`config.mk`:
```
export PLATFORM = sky130hd
export DESIGN_NAME = bblur_ctrl
export DESIGN_NICKNAME = d
export VERILOG_FILES = /design/src/hw/rtl/bblur_pkg.sv /design/src/hw/rtl/bblur_ctrl.sv
export SDC_FILE = /design/constraint.sdc
export NUM_CORES = 1
export LEC_CHECK = 0
export ABC_AREA = 1
export CAP_MARGIN = 20
export CORE_AREA = 2 2 39 41
export CTS_BUF_LIST = sky130_fd_sc_hd__clkbuf_8
export DETAILED_ROUTE_END_ITERATION = 10
export DIE_AREA = 0 0 41 43
export DONT_BUFFER_PORTS = 1
export SKIP_CTS_REPAIR_TIMING = 1
export SLEW_MARGIN = 20
export SYNTH_ARGS = -nofsm -noshare
export SYNTH_HDL_FRONTEND = slang
export SYNTH_SLANG_ARGS = --single-unit
```
`constraint.sdc`:
```
create_clock -name i_clk -period 1.6 [get_ports i_clk]
set_input_delay 0.16 -clock i_clk [delete_from_list [all_inputs] [get_ports i_clk]]
set_output_delay 0.16 -clock i_clk [all_outputs]
set_load 0.05 [all_outputs]
```
`src/hw/rtl/bblur_pkg.sv`:
```
// Shared types and constants for the 3x3 box blur stream block.
// Used by the controller, the datapath and the top level; no dependencies.
`timescale 1ns / 1ps

package bblur_pkg;

    localparam int CH_W       = 8;
    localparam int NUM_CH     = 3;
    localparam int PIX_W      = CH_W * NUM_CH;
    localparam int CFG_W_W    = 11;
    localparam int CFG_H_W    = 13;
    localparam int CFG_DATA_W = 13;
    localparam int CFG_IDX_W  = 1;
    localparam int SUM_W      = 12;
    localparam int CNT_W      = 4;
    localparam int NUM_W      = 13;
    localparam int DEN_W      = 5;
    localparam int DIV_STEPS  = 8;
    localparam int STEP_W     = 3;

    localparam logic [CFG_IDX_W-1:0] REG_FRAME_WIDTH  = 1'b0;
    localparam logic [CFG_IDX_W-1:0] REG_FRAME_HEIGHT = 1'b1;

    localparam logic [CFG_W_W-1:0] FRAME_WIDTH_RST  = 11'd1024;
    localparam logic [CFG_H_W-1:0] FRAME_HEIGHT_RST = 13'd1024;

    typedef logic [PIX_W-1:0] t_pix;

    typedef struct packed {
        logic take;
        logic shift;
        logic sum;
        logic div_init;
        logic div_step;
        logic load;
    } t_cmd;

    typedef struct packed {
        logic emit;
        logic out_free;
    } t_status;

endpackage

```
`src/hw/rtl/bblur_ctrl.sv`:
```
// Sequencer for the box blur: accept, window shift, sum, divide, output load.
// Depends on bblur_pkg.
`timescale 1ns / 1ps

module bblur_ctrl (
    input  logic              i_clk,
    input  logic              i_rst_n,
    input  logic              i_in_valid,
    output logic              o_in_stall,
    input  bblur_pkg::t_status i_status,
    output bblur_pkg::t_cmd    o_cmd
);
    import bblur_pkg::*;

    typedef enum logic [2:0] {
        ST_IDLE,
        ST_SHIFT,
        ST_SUM,
        ST_INIT,
        ST_DIV,
        ST_LOAD
    } t_state;

    t_state            r_state, n_state;
    logic [STEP_W-1:0] r_step, n_step;

    always_comb begin
        n_state = r_state;
        n_step  = r_step;
        o_cmd   = '0;
        case (r_state)
            ST_IDLE: begin
                if (i_in_valid) begin
                    o_cmd.take = 1'b1;
                    n_state    = ST_SHIFT;
                end
            end
            ST_SHIFT: begin
                o_cmd.shift = 1'b1;
                n_state     = i_status.emit ? ST_SUM : ST_IDLE;
            end
            ST_SUM: begin
                o_cmd.sum = 1'b1;
                n_state   = ST_INIT;
            end
            ST_INIT: begin
                o_cmd.div_init = 1'b1;
                n_step         = '0;
                n_state        = ST_DIV;
            end
            ST_DIV: begin
                o_cmd.div_step = 1'b1;
                n_step         = r_step + 1'b1;
                if (r_step == STEP_W'(DIV_STEPS - 1)) begin
                    n_state = ST_LOAD;
                end
            end
            ST_LOAD: begin
                if (i_status.out_free) begin
                    o_cmd.load = 1'b1;
                    n_state    = ST_IDLE;
                end
            end
            default: begin
                n_state = ST_IDLE;
            end
        endcase
    end

    assign o_in_stall = (r_state != ST_IDLE);

    always_ff @(posedge i_clk) begin
        if (!i_rst_n) begin
            r_state <= ST_IDLE;
            r_step  <= '0;
        end else begin
            r_state <= n_state;
            r_step  <= n_step;
        end
    end

endmodule

```
==> impl_metrics.toml <==
[setup_path]
path_cells = "inv_2, nor4_2, buf_4"
cp_slowest_cell = "dfxtp_1"
cp_top_family = "flip-flops"
cp_num_buf_inv = 2
cp_max_fo = 7
rr_startpoint = "r_state[1]"
cp.required_ns = 1.44
r2r-end = "r_state[1]"
critPathMaxStageDelay_ns = 0.45
worstSetupStartpointType = "flip-flop"
arrival_ns = 1.25
reg2reg_depth = 5
crit_path_end_kind = "output pin"
crit_type = "reg2out"
regToRegSetupSlack_ns = 0.45

[global_route]
top_usage_layer = "met2"
grt.met2_usage = 0.116
grt_usage = 0.0979
met1_usage = 0.111
antenna_found_initial = 0
grt_max_degree = 8
grt_overflow = 0
grt_pass1_wl_um = 1070
met3_usage = 0.0733
grt_pass1_vias = 279

[routing]
via_count = 321
drcViolationCount = 0
wl_per_cell_um = 8.95
vias_per_cell = 4.40
drtIter0Drc = 5
routed_wl_um = 653
drtPass1Iterations = 4
ant_nets = 0

[clock_network]
cts_root_buffer = "clkbuf_8"
worstSkewPairLatency_ns = 0.22
clock_sinks = 6
cts_buffer_depth = 2
cts_tree = "yes"
cts_buffers = 3
cts.clk_slew.worst_paths_ns = 0.04
ctsHtreeMaxLevel = 1

[layout]
nNetsFinal = 66
n_antenna_cell = 0
final_util = 0.329
layout-drive-gt1-share = 0.298
mostFrequentLayoutCell = "nand2_1"
area_growth_pct = 33.8
mostFrequentLayoutCells = "nand2_1, inv_1, buf_4, dfxtp_1, a21oi_1"

[floorplanning]
dieWidth_um = 41
io_pins = 12
die-height_um = 43
die_area_um2 = 1760
rows = 14
core_um2 = 1380
initial_utilization = 0.246

[sta]
max_freq_ghz = 0.711
fin_crit_ns = 1.41
finalCritPeriodShare = 0.879
worst_pin_slew_ns = 0.416
slew_viol_final = 0
rsz0062_at_grt = "no"
hold_viol_final = 0
final.setup.tns_ns = 0
fin_skew_ns = 0.000261
final-setup-viol-count = 0
maxSlewHeadroom = 0.722

[synth]
synth.distinct_cells = 15
syn_nets = 55
netlist_top_cells_area = "dfxtp_1, nand2_1, inv_1"
ys_warn_count = 0
synth-seq-cells = 6
netlist_area_um2 = 340
yosys.area.top_type = "dfxtp_1"
synth.yosys.seq_area_share = 0.353
netlist.area_leader.share = 0.353
synthCells = 48
avgSynthCellArea_um2 = 7.09

[power_and_ir_drop]
clkPwrFrac = 0.317
leakage_uw = 0.000233
swShare = 0.424
combPwrFrac = 0.399
p_seq_frac = 0.284
switchingPower_uw = 306
powerDensity_nw_per_um2 = 1580
vdd_ir_drop_max_mv = 0.600
power.internal_uw = 415

[job]
max-cap-violations = 0

[min_path]
whs_path_depth = 2
min_from = "i_rst_n"
hold_end = "r_state[0]"
hold_class = "in2reg"

[placed_design]
port_buffers = 0
dp_hpwl_um = 517
gp_congestion = 0.715

[run_status]
status = "completed"
[worst max-delay path by stage]
stage | from | endpoint | slack [ns] | cells after the start
5_1_grt | r_state[0] | o_cmd[0] | 0.07 | 3
3_5_place_dp | r_state[0] | o_cmd[0] | 0.42 | 3
4_1_cts | r_state[0] | o_cmd[0] | 0.18 | 3
2_1_floorplan | r_state[2] | o_cmd[0] | -0.04 | 2
6_report | r_state[2] | o_cmd[0] | 0.19 | 3
3_3_place_gp | r_state[0] | o_cmd[0] | 0.41 | 3
[routing by layer]
metal,up-vias,part of all wire
li1,174,-
met4,0,0.040
met5,-,0
met1,130,0.45
met2,12,0.39
met3,5,0.12
[worst register-to-register path, stage by stage (launching register included)]
cell     delay, ns
dfxtp_1       0.49
inv_1         0.12
nor3_2        0.11
buf_4         0.22
a21oi_1       0.07
nor2_1        0.08
[metrics by stage]
stage               cells  area (um2)  hold slack, ns  worst slack (ns)  total power, uW
detailed placement     70         414           0.286             0.421              497
finish                 73         455          0.0546             0.193              721
global placement       70         414           0.290             0.414              497
global route           73         455          0.0584            0.0730              764
floorplan              48         349           0.281           -0.0412              428
CTS                    73         455          0.0509             0.179              729
[power by group through the flow]
stage               Sequential, uW  Clock, uW  Combinational (uW)
finish                         205        229                 288
CTS                            205        234                 291
floorplan                      203          0                 225
detailed placement             207          0                 290
global placement               207          0                 290
global route                   210        243                 311
[synth_stat cells (all sizes together)]
library cell	n
nand2	12
inv	10
dfxtp	6
a21oi	4
nor2	4
nand3	3
ha	2
nand4	2
nor3	2
a31oi	1
nor4	1
o21ai	1
[registers in the layout, summed over array words and instances, names as in the netlist]
signal,flops
r_step,3
r_state,3
[logic make-up after synthesis]
kind of cell / after synthesis / share of synthesized area
AO/OA/AOI/OAI: 6 / 0.0919
adder cells (fa/ha/maj): 2 / 0.0735
buffers and inverters: 10 / 0.110
flip-flops: 6 / 0.353
AND/OR/NAND/NOR: 24 / 0.371
[cell type report]
class	instances	area [um2]
clock buffer	3	41.3
fill	154	928
inverter	10	37.5
multi-input combinational	32	191
sequential	6	120
tap	16	20.0
timing repair buffer	6	45.0
No activity file was read; power rests on OpenSTA's default activity.
